`config.mk`:
```
export PLATFORM = sky130hd
export DESIGN_NAME = nearest_sample_shade_cells_unit
export DESIGN_NICKNAME = d
export VERILOG_FILES = /design/src/hw/rtl/nssc_pkg.sv /design/src/hw/rtl/nssc_shade.sv /design/src/hw/rtl/nssc_sampler.sv /design/src/hw/rtl/nearest_sample_shade_cells_unit.sv
export SDC_FILE = /design/constraint.sdc
export NUM_CORES = 1
export LEC_CHECK = 0
export BUFFER_PORTS_ARGS = -buffer_cell sky130_fd_sc_hd__buf_2
export CORE_AREA = 2 2 213 215
export CTS_CLUSTER_SIZE = 24
export DETAILED_ROUTE_END_ITERATION = 6
export DIE_AREA = 0 0 215 217
export GPL_TIMING_DRIVEN = 1
export PLACE_DENSITY = 0.66
export SKIP_LAST_GASP = 1
export SLEW_MARGIN = 20
export SYNTH_ARGS = -nofsm -noshare
export SYNTH_HDL_FRONTEND = slang
export SYNTH_SLANG_ARGS = --single-unit
export TNS_END_PERCENT = 100
```
`constraint.sdc`:
```
create_clock -name clk -period 14 [get_ports clk]
set_clock_uncertainty 0.05 [all_clocks]
set_input_delay 4.2 -clock clk [delete_from_list [all_inputs] [get_ports clk]]
set_output_delay 4.2 -clock clk [all_outputs]
set_load 0.01 [all_outputs]
```
`src/hw/rtl/nssc_pkg.sv`:
```
package nssc_pkg;

	// Configuration port
	localparam int CFG_INDEX_W = 8;
	localparam int CFG_DATA_W  = 13;

	typedef enum logic [CFG_INDEX_W-1:0] {
		REG_SOURCE_WIDTH  = 8'd0,
		REG_SOURCE_HEIGHT = 8'd1,
		REG_CELLS_ACROSS  = 8'd2,
		REG_CELLS_DOWN    = 8'd3
	} cfg_reg_t;

	// Register widths and reset values
	localparam int SIDE_CFG_W         = 13;
	localparam int CELLS_ACROSS_CFG_W = 9;
	localparam int CELLS_DOWN_CFG_W   = 8;

	localparam logic [SIDE_CFG_W-1:0]         RST_SOURCE_WIDTH  = 13'd320;
	localparam logic [SIDE_CFG_W-1:0]         RST_SOURCE_HEIGHT = 13'd240;
	localparam logic [CELLS_ACROSS_CFG_W-1:0] RST_CELLS_ACROSS  = 9'd80;
	localparam logic [CELLS_DOWN_CFG_W-1:0]   RST_CELLS_DOWN    = 8'd40;

	// Parameter defaults
	localparam int DEF_MAX_CELLS_ACROSS = 300;
	localparam int DEF_MAX_CELLS_DOWN   = 150;
	localparam int DEF_MAX_SOURCE_SIDE  = 4096;

	// Payload widths
	localparam int COLOR_W       = 8;
	localparam int CELL_COLUMN_W = 9;
	localparam int CELL_ROW_W    = 8;
	localparam int SHADE_W       = 3;

	// Q16 luma weights, summing to 65536
	localparam int LUMA_W = 24;
	localparam logic [LUMA_W-1:0] LUMA_WEIGHT_RED   = 24'd19595;
	localparam logic [LUMA_W-1:0] LUMA_WEIGHT_GREEN = 24'd38470;
	localparam logic [LUMA_W-1:0] LUMA_WEIGHT_BLUE  = 24'd7471;
	// One shade step in luma units: 255 * 65536 / 4
	localparam int SHADE_STEP = 255 * 16384;

	typedef struct packed {
		logic                     hit;
		logic [CELL_COLUMN_W-1:0] column;
		logic [CELL_ROW_W-1:0]    row;
		logic                     last;
	} sample_t;

endpackage

```
`src/hw/rtl/nssc_shade.sv`:
```
module nssc_shade
	import nssc_pkg::*;
(
	input  logic [COLOR_W-1:0] red,
	input  logic [COLOR_W-1:0] green,
	input  logic [COLOR_W-1:0] blue,
	output logic [SHADE_W-1:0] level
);

	localparam logic [LUMA_W-1:0] STEP1 = LUMA_W'(SHADE_STEP);
	localparam logic [LUMA_W-1:0] STEP2 = LUMA_W'(2 * SHADE_STEP);
	localparam logic [LUMA_W-1:0] STEP3 = LUMA_W'(3 * SHADE_STEP);
	localparam logic [LUMA_W-1:0] STEP4 = LUMA_W'(4 * SHADE_STEP);

	logic [LUMA_W-1:0] luma;

	// weights sum to 2^16, so the full-scale luma fits exactly
	assign luma = LUMA_W'(red) * LUMA_WEIGHT_RED
		+ LUMA_W'(green) * LUMA_WEIGHT_GREEN
		+ LUMA_W'(blue) * LUMA_WEIGHT_BLUE;

	always_comb begin
		priority if (luma >= STEP4) begin
			level = SHADE_W'(4);
		end else if (luma >= STEP3) begin
			level = SHADE_W'(3);
		end else if (luma >= STEP2) begin
			level = SHADE_W'(2);
		end else if (luma >= STEP1) begin
			level = SHADE_W'(1);
		end else begin
			level = SHADE_W'(0);
		end
	end

endmodule

```
`src/hw/rtl/nssc_sampler.sv`:
```
module nssc_sampler
	import nssc_pkg::*;
#(
	parameter int MAX_CELLS_ACROSS = DEF_MAX_CELLS_ACROSS,
	parameter int MAX_CELLS_DOWN   = DEF_MAX_CELLS_DOWN,
	parameter int MAX_SOURCE_SIDE  = DEF_MAX_SOURCE_SIDE
) (
	input  logic                          clk,
	input  logic                          arst_n,
	input  logic                          advance,
	input  logic                          frame_start,
	input  logic [SIDE_CFG_W-1:0]         source_width,
	input  logic [SIDE_CFG_W-1:0]         source_height,
	input  logic [CELLS_ACROSS_CFG_W-1:0] cells_across,
	input  logic [CELLS_DOWN_CFG_W-1:0]   cells_down,
	output sample_t                       sample
);

	localparam int SIDE_W    = $clog2(MAX_SOURCE_SIDE + 1);
	localparam int POS_W     = $clog2(MAX_SOURCE_SIDE) + 1;
	localparam int COL_W     = $clog2(MAX_CELLS_ACROSS + 1);
	localparam int ROW_W     = $clog2(MAX_CELLS_DOWN + 1);
	localparam int COL_SUM_W = $clog2(MAX_CELLS_ACROSS * MAX_SOURCE_SIDE + MAX_CELLS_ACROSS + 1);
	localparam int ROW_SUM_W = $clog2(MAX_CELLS_DOWN * MAX_SOURCE_SIDE + MAX_CELLS_DOWN + 1);

	logic [SIDE_W-1:0] w, h;
	logic [COL_W-1:0]  cw_lim, cw;
	logic [ROW_W-1:0]  ch_lim, ch;

	logic [POS_W-2:0]     src_col_q, src_row_q, src_col_c, src_row_c, src_col_d, src_row_d;
	logic [COL_W-1:0]     ncc_q, ncc_c, ncc_d;
	logic [ROW_W-1:0]     ncr_q, ncr_c, ncr_d;
	logic [COL_SUM_W-1:0] col_tgt_q, col_win_q, col_tgt_c, col_win_c, col_tgt_d, col_win_d;
	logic [ROW_SUM_W-1:0] row_tgt_q, row_win_q, row_tgt_c, row_win_c, row_tgt_d, row_win_d;

	logic [POS_W-1:0] src_col_inc, src_row_inc;
	logic             col_hit, row_hit, row_end, frame_end;

	// Effective sizes: zero reads as one, sizes saturate at their maximum, cell counts are capped at the source size
	always_comb begin
		if (source_width == '0) begin
			w = SIDE_W'(1);
		end else if (32'(source_width) > MAX_SOURCE_SIDE) begin
			w = SIDE_W'(MAX_SOURCE_SIDE);
		end else begin
			w = SIDE_W'(source_width);
		end
		if (source_height == '0) begin
			h = SIDE_W'(1);
		end else if (32'(source_height) > MAX_SOURCE_SIDE) begin
			h = SIDE_W'(MAX_SOURCE_SIDE);
		end else begin
			h = SIDE_W'(source_height);
		end
		if (cells_across == '0) begin
			cw_lim = COL_W'(1);
		end else if (32'(cells_across) > MAX_CELLS_ACROSS) begin
			cw_lim = COL_W'(MAX_CELLS_ACROSS);
		end else begin
			cw_lim = COL_W'(cells_across);
		end
		if (cells_down == '0) begin
			ch_lim = ROW_W'(1);
		end else if (32'(cells_down) > MAX_CELLS_DOWN) begin
			ch_lim = ROW_W'(MAX_CELLS_DOWN);
		end else begin
			ch_lim = ROW_W'(cells_down);
		end
		cw = (32'(cw_lim) > 32'(w)) ? COL_W'(w) : cw_lim;
		ch = (32'(ch_lim) > 32'(h)) ? ROW_W'(h) : ch_lim;
	end

	// frame_start clears every counter ahead of this pixel
	assign src_col_c = frame_start ? '0 : src_col_q;
	assign src_row_c = frame_start ? '0 : src_row_q;
	assign ncc_c     = frame_start ? '0 : ncc_q;
	assign ncr_c     = frame_start ? '0 : ncr_q;
	assign col_tgt_c = frame_start ? '0 : col_tgt_q;
	assign col_win_c = frame_start ? '0 : col_win_q;
	assign row_tgt_c = frame_start ? '0 : row_tgt_q;
	assign row_win_c = frame_start ? '0 : row_win_q;

	assign col_hit = (ncc_c < cw) && (col_tgt_c < col_win_c + COL_SUM_W'(cw));
	assign row_hit = (ncr_c < ch) && (row_tgt_c < row_win_c + ROW_SUM_W'(ch));

	assign src_col_inc = {1'b0, src_col_c} + POS_W'(1);
	assign src_row_inc = {1'b0, src_row_c} + POS_W'(1);
	assign row_end     = src_col_inc >= POS_W'(w);
	assign frame_end   = src_row_inc >= POS_W'(h);

	always_comb begin
		sample.hit    = col_hit && row_hit;
		sample.column = CELL_COLUMN_W'(ncc_c);
		sample.row    = CELL_ROW_W'(ncr_c);
		sample.last   = ({1'b0, ncc_c} + (COL_W + 1)'(1) == {1'b0, cw})
			&& ({1'b0, ncr_c} + (ROW_W + 1)'(1) == {1'b0, ch});
	end

	always_comb begin
		src_col_d = src_col_c;
		src_row_d = src_row_c;
		ncc_d     = ncc_c;
		ncr_d     = ncr_c;
		col_tgt_d = col_tgt_c;
		col_win_d = col_win_c;
		row_tgt_d = row_tgt_c;
		row_win_d = row_win_c;
		if (col_hit) begin
			ncc_d     = ncc_c + COL_W'(1);
			col_tgt_d = col_tgt_c + COL_SUM_W'(w);
		end
		if (row_end) begin
			src_col_d = '0;
			col_win_d = '0;
			ncc_d     = '0;
			col_tgt_d = '0;
			if (row_hit) begin
				ncr_d     = ncr_c + ROW_W'(1);
				row_tgt_d = row_tgt_c + ROW_SUM_W'(h);
			end
			if (frame_end) begin
				src_row_d = '0;
				row_win_d = '0;
				ncr_d     = '0;
				row_tgt_d = '0;
			end else begin
				src_row_d = src_row_inc[POS_W-2:0];
				row_win_d = row_win_c + ROW_SUM_W'(ch);
			end
		end else begin
			src_col_d = src_col_inc[POS_W-2:0];
			col_win_d = col_win_c + COL_SUM_W'(cw);
		end
	end

	always_ff @(posedge clk or negedge arst_n) begin
		if (!arst_n) begin
			src_col_q <= '0;
			src_row_q <= '0;
			ncc_q     <= '0;
			ncr_q     <= '0;
			col_tgt_q <= '0;
			col_win_q <= '0;
			row_tgt_q <= '0;
			row_win_q <= '0;
		end else if (advance) begin
			src_col_q <= src_col_d;
			src_row_q <= src_row_d;
			ncc_q     <= ncc_d;
			ncr_q     <= ncr_d;
			col_tgt_q <= col_tgt_d;
			col_win_q <= col_win_d;
			row_tgt_q <= row_tgt_d;
			row_win_q <= row_win_d;
		end
	end

endmodule

```
`src/hw/rtl/nearest_sample_shade_cells_unit.sv`:
```
// Nearest-sample shade cells.
// Source RGB pixels enter in raster order on the input channel (in_valid,
// in_stall); frame_start marks the top-left pixel and clears all counters.
// Each pixel that a display cell samples leaves on the output channel
// (out_valid, out_stall) with the cell position, its RGB, a shade level
// 0..4 and last_cell on the final cell of the frame. Pixels that no cell
// samples are consumed without a transfer on the output side.
// A pixel that is taken is registered in the input stage; its result is
// then loaded into the output register and offered from there.
// Throughput: one pixel per cycle while the output is not stalled; the
// sampling counters and the luma compare close within a single stage.
// When the receiver stalls, the output register holds its result and the
// input stage keeps moving until it holds a pixel that cannot advance;
// then in_stall rises until the output register is taken.
// Configuration writes (cfg_valid, cfg_ready) are always taken; write them
// only between frames or with no pixel in flight. Reset loads the default
// sizes (320x240 source, 80x40 cells), clears the counters and empties
// both stages.
module nearest_sample_shade_cells_unit
	import nssc_pkg::*;
#(
	parameter int MAX_CELLS_ACROSS = DEF_MAX_CELLS_ACROSS,
	parameter int MAX_CELLS_DOWN   = DEF_MAX_CELLS_DOWN,
	parameter int MAX_SOURCE_SIDE  = DEF_MAX_SOURCE_SIDE
) (
	input  logic                     clk,
	input  logic                     arst_n,

	input  logic                     cfg_valid,
	output logic                     cfg_ready,
	input  logic [CFG_INDEX_W-1:0]   cfg_index,
	input  logic [CFG_DATA_W-1:0]    cfg_data,

	input  logic                     in_valid,
	output logic                     in_stall,
	input  logic [COLOR_W-1:0]       red_in,
	input  logic [COLOR_W-1:0]       green_in,
	input  logic [COLOR_W-1:0]       blue_in,
	input  logic                     frame_start,

	output logic                     out_valid,
	input  logic                     out_stall,
	output logic [CELL_COLUMN_W-1:0] cell_column,
	output logic [CELL_ROW_W-1:0]    cell_row,
	output logic [SHADE_W-1:0]       shade_level,
	output logic [COLOR_W-1:0]       red_out,
	output logic [COLOR_W-1:0]       green_out,
	output logic [COLOR_W-1:0]       blue_out,
	output logic                     last_cell
);

	logic [SIDE_CFG_W-1:0]         source_width_q, source_height_q;
	logic [CELLS_ACROSS_CFG_W-1:0] cells_across_q;
	logic [CELLS_DOWN_CFG_W-1:0]   cells_down_q;

	logic               valid_s1, frame_start_s1;
	logic [COLOR_W-1:0] red_s1, green_s1, blue_s1;

	logic               out_valid_q, last_cell_q;
	logic [CELL_COLUMN_W-1:0] cell_column_q;
	logic [CELL_ROW_W-1:0]    cell_row_q;
	logic [SHADE_W-1:0]       shade_q, shade;
	logic [COLOR_W-1:0]       red_q, green_q, blue_q;

	sample_t sample;
	logic    out_free, advance_s1, load_s1;

	// Configuration registers
	assign cfg_ready = 1'b1;

	always_ff @(posedge clk or negedge arst_n) begin
		if (!arst_n) begin
			source_width_q  <= RST_SOURCE_WIDTH;
			source_height_q <= RST_SOURCE_HEIGHT;
			cells_across_q  <= RST_CELLS_ACROSS;
			cells_down_q    <= RST_CELLS_DOWN;
		end else if (cfg_valid && cfg_ready) begin
			unique case (cfg_index)
				REG_SOURCE_WIDTH:  source_width_q  <= cfg_data[SIDE_CFG_W-1:0];
				REG_SOURCE_HEIGHT: source_height_q <= cfg_data[SIDE_CFG_W-1:0];
				REG_CELLS_ACROSS:  cells_across_q  <= cfg_data[CELLS_ACROSS_CFG_W-1:0];
				REG_CELLS_DOWN:    cells_down_q    <= cfg_data[CELLS_DOWN_CFG_W-1:0];
				default: ;
			endcase
		end
	end

	// Stage 1 advances whenever the output register is empty or being taken
	assign out_free   = !out_valid_q || !out_stall;
	assign advance_s1 = valid_s1 && out_free;
	assign load_s1    = !valid_s1 || advance_s1;
	assign in_stall   = !load_s1;

	always_ff @(posedge clk or negedge arst_n) begin
		if (!arst_n) begin
			valid_s1 <= 1'b0;
		end else if (load_s1) begin
			valid_s1 <= in_valid;
		end
	end

	always_ff @(posedge clk) begin
		if (in_valid && load_s1) begin
			red_s1         <= red_in;
			green_s1       <= green_in;
			blue_s1        <= blue_in;
			frame_start_s1 <= frame_start;
		end
	end

	nssc_sampler #(
		.MAX_CELLS_ACROSS (MAX_CELLS_ACROSS),
		.MAX_CELLS_DOWN   (MAX_CELLS_DOWN),
		.MAX_SOURCE_SIDE  (MAX_SOURCE_SIDE)
	) u_sampler (
		.clk           (clk),
		.arst_n        (arst_n),
		.advance       (advance_s1),
		.frame_start   (frame_start_s1),
		.source_width  (source_width_q),
		.source_height (source_height_q),
		.cells_across  (cells_across_q),
		.cells_down    (cells_down_q),
		.sample        (sample)
	);

	nssc_shade u_shade (
		.red   (red_s1),
		.green (green_s1),
		.blue  (blue_s1),
		.level (shade)
	);

	// Output register
	always_ff @(posedge clk or negedge arst_n) begin
		if (!arst_n) begin
			out_valid_q <= 1'b0;
		end else if (out_free) begin
			out_valid_q <= advance_s1 && sample.hit;
		end
	end

	always_ff @(posedge clk) begin
		if (advance_s1 && sample.hit) begin
			cell_column_q <= sample.column;
			cell_row_q    <= sample.row;
			last_cell_q   <= sample.last;
			shade_q       <= shade;
			red_q         <= red_s1;
			green_q       <= green_s1;
			blue_q        <= blue_s1;
		end
	end

	assign out_valid   = out_valid_q;
	assign cell_column = cell_column_q;
	assign cell_row    = cell_row_q;
	assign shade_level = shade_q;
	assign red_out     = red_q;
	assign green_out   = green_q;
	assign blue_out    = blue_q;
	assign last_cell   = last_cell_q;

endmodule
```
==> impl_metrics.csv <==
group,metric,value,unit
finish,fill_cells,4055,
clock_network,cts_resized,0,
timing,slew_headroom,0.325,
timing,finalCritPeriodShare,0.648,
finish,final_layout_size_suffix_gt1_frac,0.105,
place,gp_congestion,0.883,
clock_network,root_buffer,"clkbuf_16",
detailed_routing,drt_iter0_markers,885,
worst_setup_path,worst-r2r-cell-count,30,
worst_setup_path,critPathMaxFanout,18,
timing,rsz0062_at_grt,"false",
finish,fin_nets,2854,
synthesis,syn_area,0.0219,mm^2
place,numPortBuffers,97,
detailed_routing,dr.pass1.iters,7,
worst_setup_path,critPathLaunchType,"flip-flop",
synthesis,synth_edf_count,70,
timing,worst_slew_pin_slew,1.01,ns
timing,timing.final.crit_period,9.07,ns
timing,drv_slew,0,
timing,setup_viol,0,
clock_network,cts_hold_buf,0,
clock_network,htree_levels,1,
finish,stdcell_area,0.0241,mm^2
timing,finalHoldViolCount,0,
synthesis,syn_area_per_cell,9.55,um^2
global_routing,grt_pass1_vias,17254,
worst_setup_path,reg2reg_from,"source_height_q[9]$_DFFE_PN0P_",
detailed_routing,via_per_inst,5.61,
clock_network,clockBufferDepth,3,
place,dpl-instance-area,0.0230,mm^2
global_routing,grt_max_degree,77,
synthesis,ys_seq_elements,238,
detailed_routing,routedWlPerCell,17.9,um
timing,finalSetupTns,0,ns
die,die_y,217,um
die,dieArea,0.0467,mm^2
place,place_inst,2942,
synthesis,synth.net_count,2775,
worst_setup_path,crit_path_end,"u_sampler.row_tgt_q[10]$_DFFE_PN0P_",
timing,fmax,110,MHz
synthesis,yosysUniqueCellTypes,83,
finish,finalNonFillerCells,3001,
worst_setup_path,critPathKind,"reg -> reg",
clock_network,insertion_delay,0.60,ns
synthesis,syn_inst,2296,
worst_setup_path,r2r_slack,4.93,ns
detailed_routing,drc,0,
min_path,hp-class,"reg -> reg",
status,status,"completed",
clock_network,cts_setup_buffers,0,
clock_network,cts_tree,"done",
global_routing,overflow,0,
clock_network,clk_pin_slew,0.06,ns
die,initial_core_util,0.491,
place,dp_hpwl,41400,um
clock_network,clock-sinks,238,
flow_run,maxCapViolCount,0,
worst_setup_path,r2r-end,"u_sampler.row_tgt_q[10]$_DFFE_PN0P_",
worst_setup_path,cp-end-kind,"flip-flop",
worst_setup_path,cpMostUsedCell,"o21ai_0",
worst_setup_path,worstPathRequired,14.42,ns
pwr,power.density,237,mW/mm^2
global_routing,antenna_found_initial,3,
worst_setup_path,critPathSlowestCell,"and2_1",
worst_setup_path,cp-startpoint,"source_height_q[9]$_DFFE_PN0P_",
detailed_routing,vias,16848,
synthesis,ys_warn_count,0,
pwr,p_leak,0.0117,uW
die,core,0.0447,mm^2
detailed_routing,wirelength,53800,um
worst_setup_path,arrival,9.49,ns
synthesis,synth_flop_cell,"dfrtp_1",
min_path,min-delay-start,"u_sampler.col_tgt_q[20]$_DFFE_PN0P_",
die,pin_count,99,
synthesis,async_flop_share,0.706,
pwr,max-vdd-ir-drop,0.413,mV
synthesis,synth.yosys.seq_area_share,0.288,
global_routing,grtUsageTotal,0.234,
finish,area_growth,9.72,%
worst_setup_path,slowest_delay,0.88,ns
global_routing,grt_first_pass_wirelength,88000,um
clock_network,cts_buffers,31,
die,chipWidth,215,um
die,rows,78,
detailed_routing,ant_nets,0,
==> through the flow <==
step / utilization / hold WS [ns] / setup WS [ns] / power [uW]
after floorplan: - / 0.381 / 5.37 / 3930
after global placement: 0.515 / 0.397 / 5.16 / 4740
after detailed placement: 0.515 / 0.403 / 5.11 / 4870
after CTS: 0.538 / 0.414 / 5.06 / 5720
after global routing: 0.538 / 0.431 / 4.17 / 6340
final: 0.538 / 0.415 / 4.93 / 5690
==> critical path, delay by kind of cell (launching register included) <==
family                   cells  cell delay, ns
adder cells (fa/ha/maj)      3            0.97
AND/OR/NAND/NOR              9            2.89
AO/OA/AOI/OAI               15            3.94
multiplexers                 2            0.60
buffers and inverters        1            0.09
flip-flops                   1            0.39
==> Yosys cell counts, drive strengths merged, types with 5 or more instances <==
cell	n	area share
a41oi	5	0.0020
a211o	7	0.0028
a2111oi	6	0.0027
and3	19	0.0054
nor4	10	0.0029
a22o	22	0.0088
o21a	22	0.0075
clkbuf	49	0.0084
nor3b	6	0.0023
nand4	30	0.0086
and2	9	0.0026
fa	123	0.11
nor3	21	0.0055
or2	12	0.0034
nand3	55	0.013
edfxtp	70	0.096
o31ai	25	0.0088
o21ai	126	0.029
xnor2	77	0.031
or3	9	0.0026
a21boi	5	0.0019
or4	6	0.0021
dfstp	10	0.012
a21o	32	0.011
a211oi	6	0.0023
o21bai	10	0.0034
mux2i	19	0.0087
o41ai	11	0.0054
nand2	184	0.031
o211ai	20	0.0068
xor2	37	0.015
ha	305	0.17
inv	315	0.054
a21oi	98	0.023
o311ai	5	0.0020
nand2b	39	0.011
nor2b	97	0.028
a31oi	21	0.0060
nor2	94	0.016
dfrtp	158	0.18
buf	16	0.0037
mux2	50	0.026
==> registers in the layout (all words and copies together), names as in the netlist, 12 cells and up <==
register and flops:
source_width_q 13, u_sampler.row_tgt_q 20, u_sampler.col_win_q 21, source_height_q 13, u_sampler.src_row_q 12, u_sampler.row_win_q 20, u_sampler.col_tgt_q 21, u_sampler.src_col_q 12
==> layout by cell type, fill, tap and decap left out, types with 6 or more instances in the layout <==
cell type	instances
nor4_1	10
or2_2	11
o41ai_1	8
ha_1	305
nand3_1	54
nor2b_1	97
o21ai_0	120
o31ai_1	24
clkinv_2	6
edfxtp_1	70
dfrtp_1	158
nand2_1	183
a21o_1	32
a21oi_1	97
fa_1	123
buf_2	96
and2_1	9
a211o_1	7
nor3_1	19
inv_1	315
and3_1	18
mux2_2	50
buf_4	14
nand4_1	30
nor2_1	94
o21a_1	22
clkbuf_16	31
o21bai_1	10
nand2b_1	39
a31oi_1	21
dfstp_2	10
xnor2_1	77
o211ai_1	20
or3_1	9
mux2i_1	19
a22o_1	22
xor2_1	37
or4_1	6
==> logic make-up (layout without fill, tap and decap cells) <==
group | after synthesis | after routing | synth area share
flip-flops | 238 | 238 | 0.288
buffers and inverters | 380 | 484 | 0.0660
AO/OA/AOI/OAI | 455 | 455 | 0.137
multiplexers | 69 | 69 | 0.0344
XOR/XNOR | 114 | 114 | 0.0455
other | 1 | 2 | 0.000171
adder cells (fa/ha/maj) | 429 | 429 | 0.287
AND/OR/NAND/NOR | 610 | 610 | 0.142
==> final cells by class <==
| class | count | area [um^2] | share of cell area |
|---|---|---|---|
| diodes | 1 | 2.50 | 0.000104 |
| clock buffers | 35 | 791 | 0.0329 |
| clock inverters | 23 | 249 | 0.0103 |
| inverters | 315 | 1180 | 0.0491 |
| multi-input cells | 1678 | 14200 | 0.589 |
| flip-flops and latches | 238 | 6320 | 0.263 |
| well taps | 600 | 751 | 0.0312 |
| repair buffers | 111 | 597 | 0.0248 |
==> how the worst min path moves through the flow <==
| stage | to | slack (ns) | cells after the start |
|---|---|---|---|
| 2_1_floorplan | u_sampler.col_tgt_q[20]$_DFFE_PN0P_ | 0.38 | 1 |
| 3_3_place_gp | u_sampler.row_tgt_q[8]$_DFFE_PN0P_ | 0.40 | 2 |
| 3_5_place_dp | u_sampler.row_tgt_q[8]$_DFFE_PN0P_ | 0.40 | 2 |
| 4_1_cts | u_sampler.col_tgt_q[20]$_DFFE_PN0P_ | 0.41 | 1 |
| 5_1_grt | u_sampler.col_tgt_q[20]$_DFFE_PN0P_ | 0.43 | 1 |
| 6_report | u_sampler.col_tgt_q[20]$_DFFE_PN0P_ | 0.42 | 1 |
==> routing by layer <==
layer  part of all wire  GRT usage  routed length, um
met1               0.45      0.314              24500
met2               0.47      0.394              25500
met3              0.044     0.0280               2390
met4              0.027     0.0756               1470
met5            0.00019          0                 10
==> power by group <==
part	internal [uW]	total (uW)	switching, uW
combinational	1700	3970	2270
clock	482	813	331
sequential	841	905	63.6
total	3020	5690	2670
Note: power is estimated with default switching activity, not from simulation.
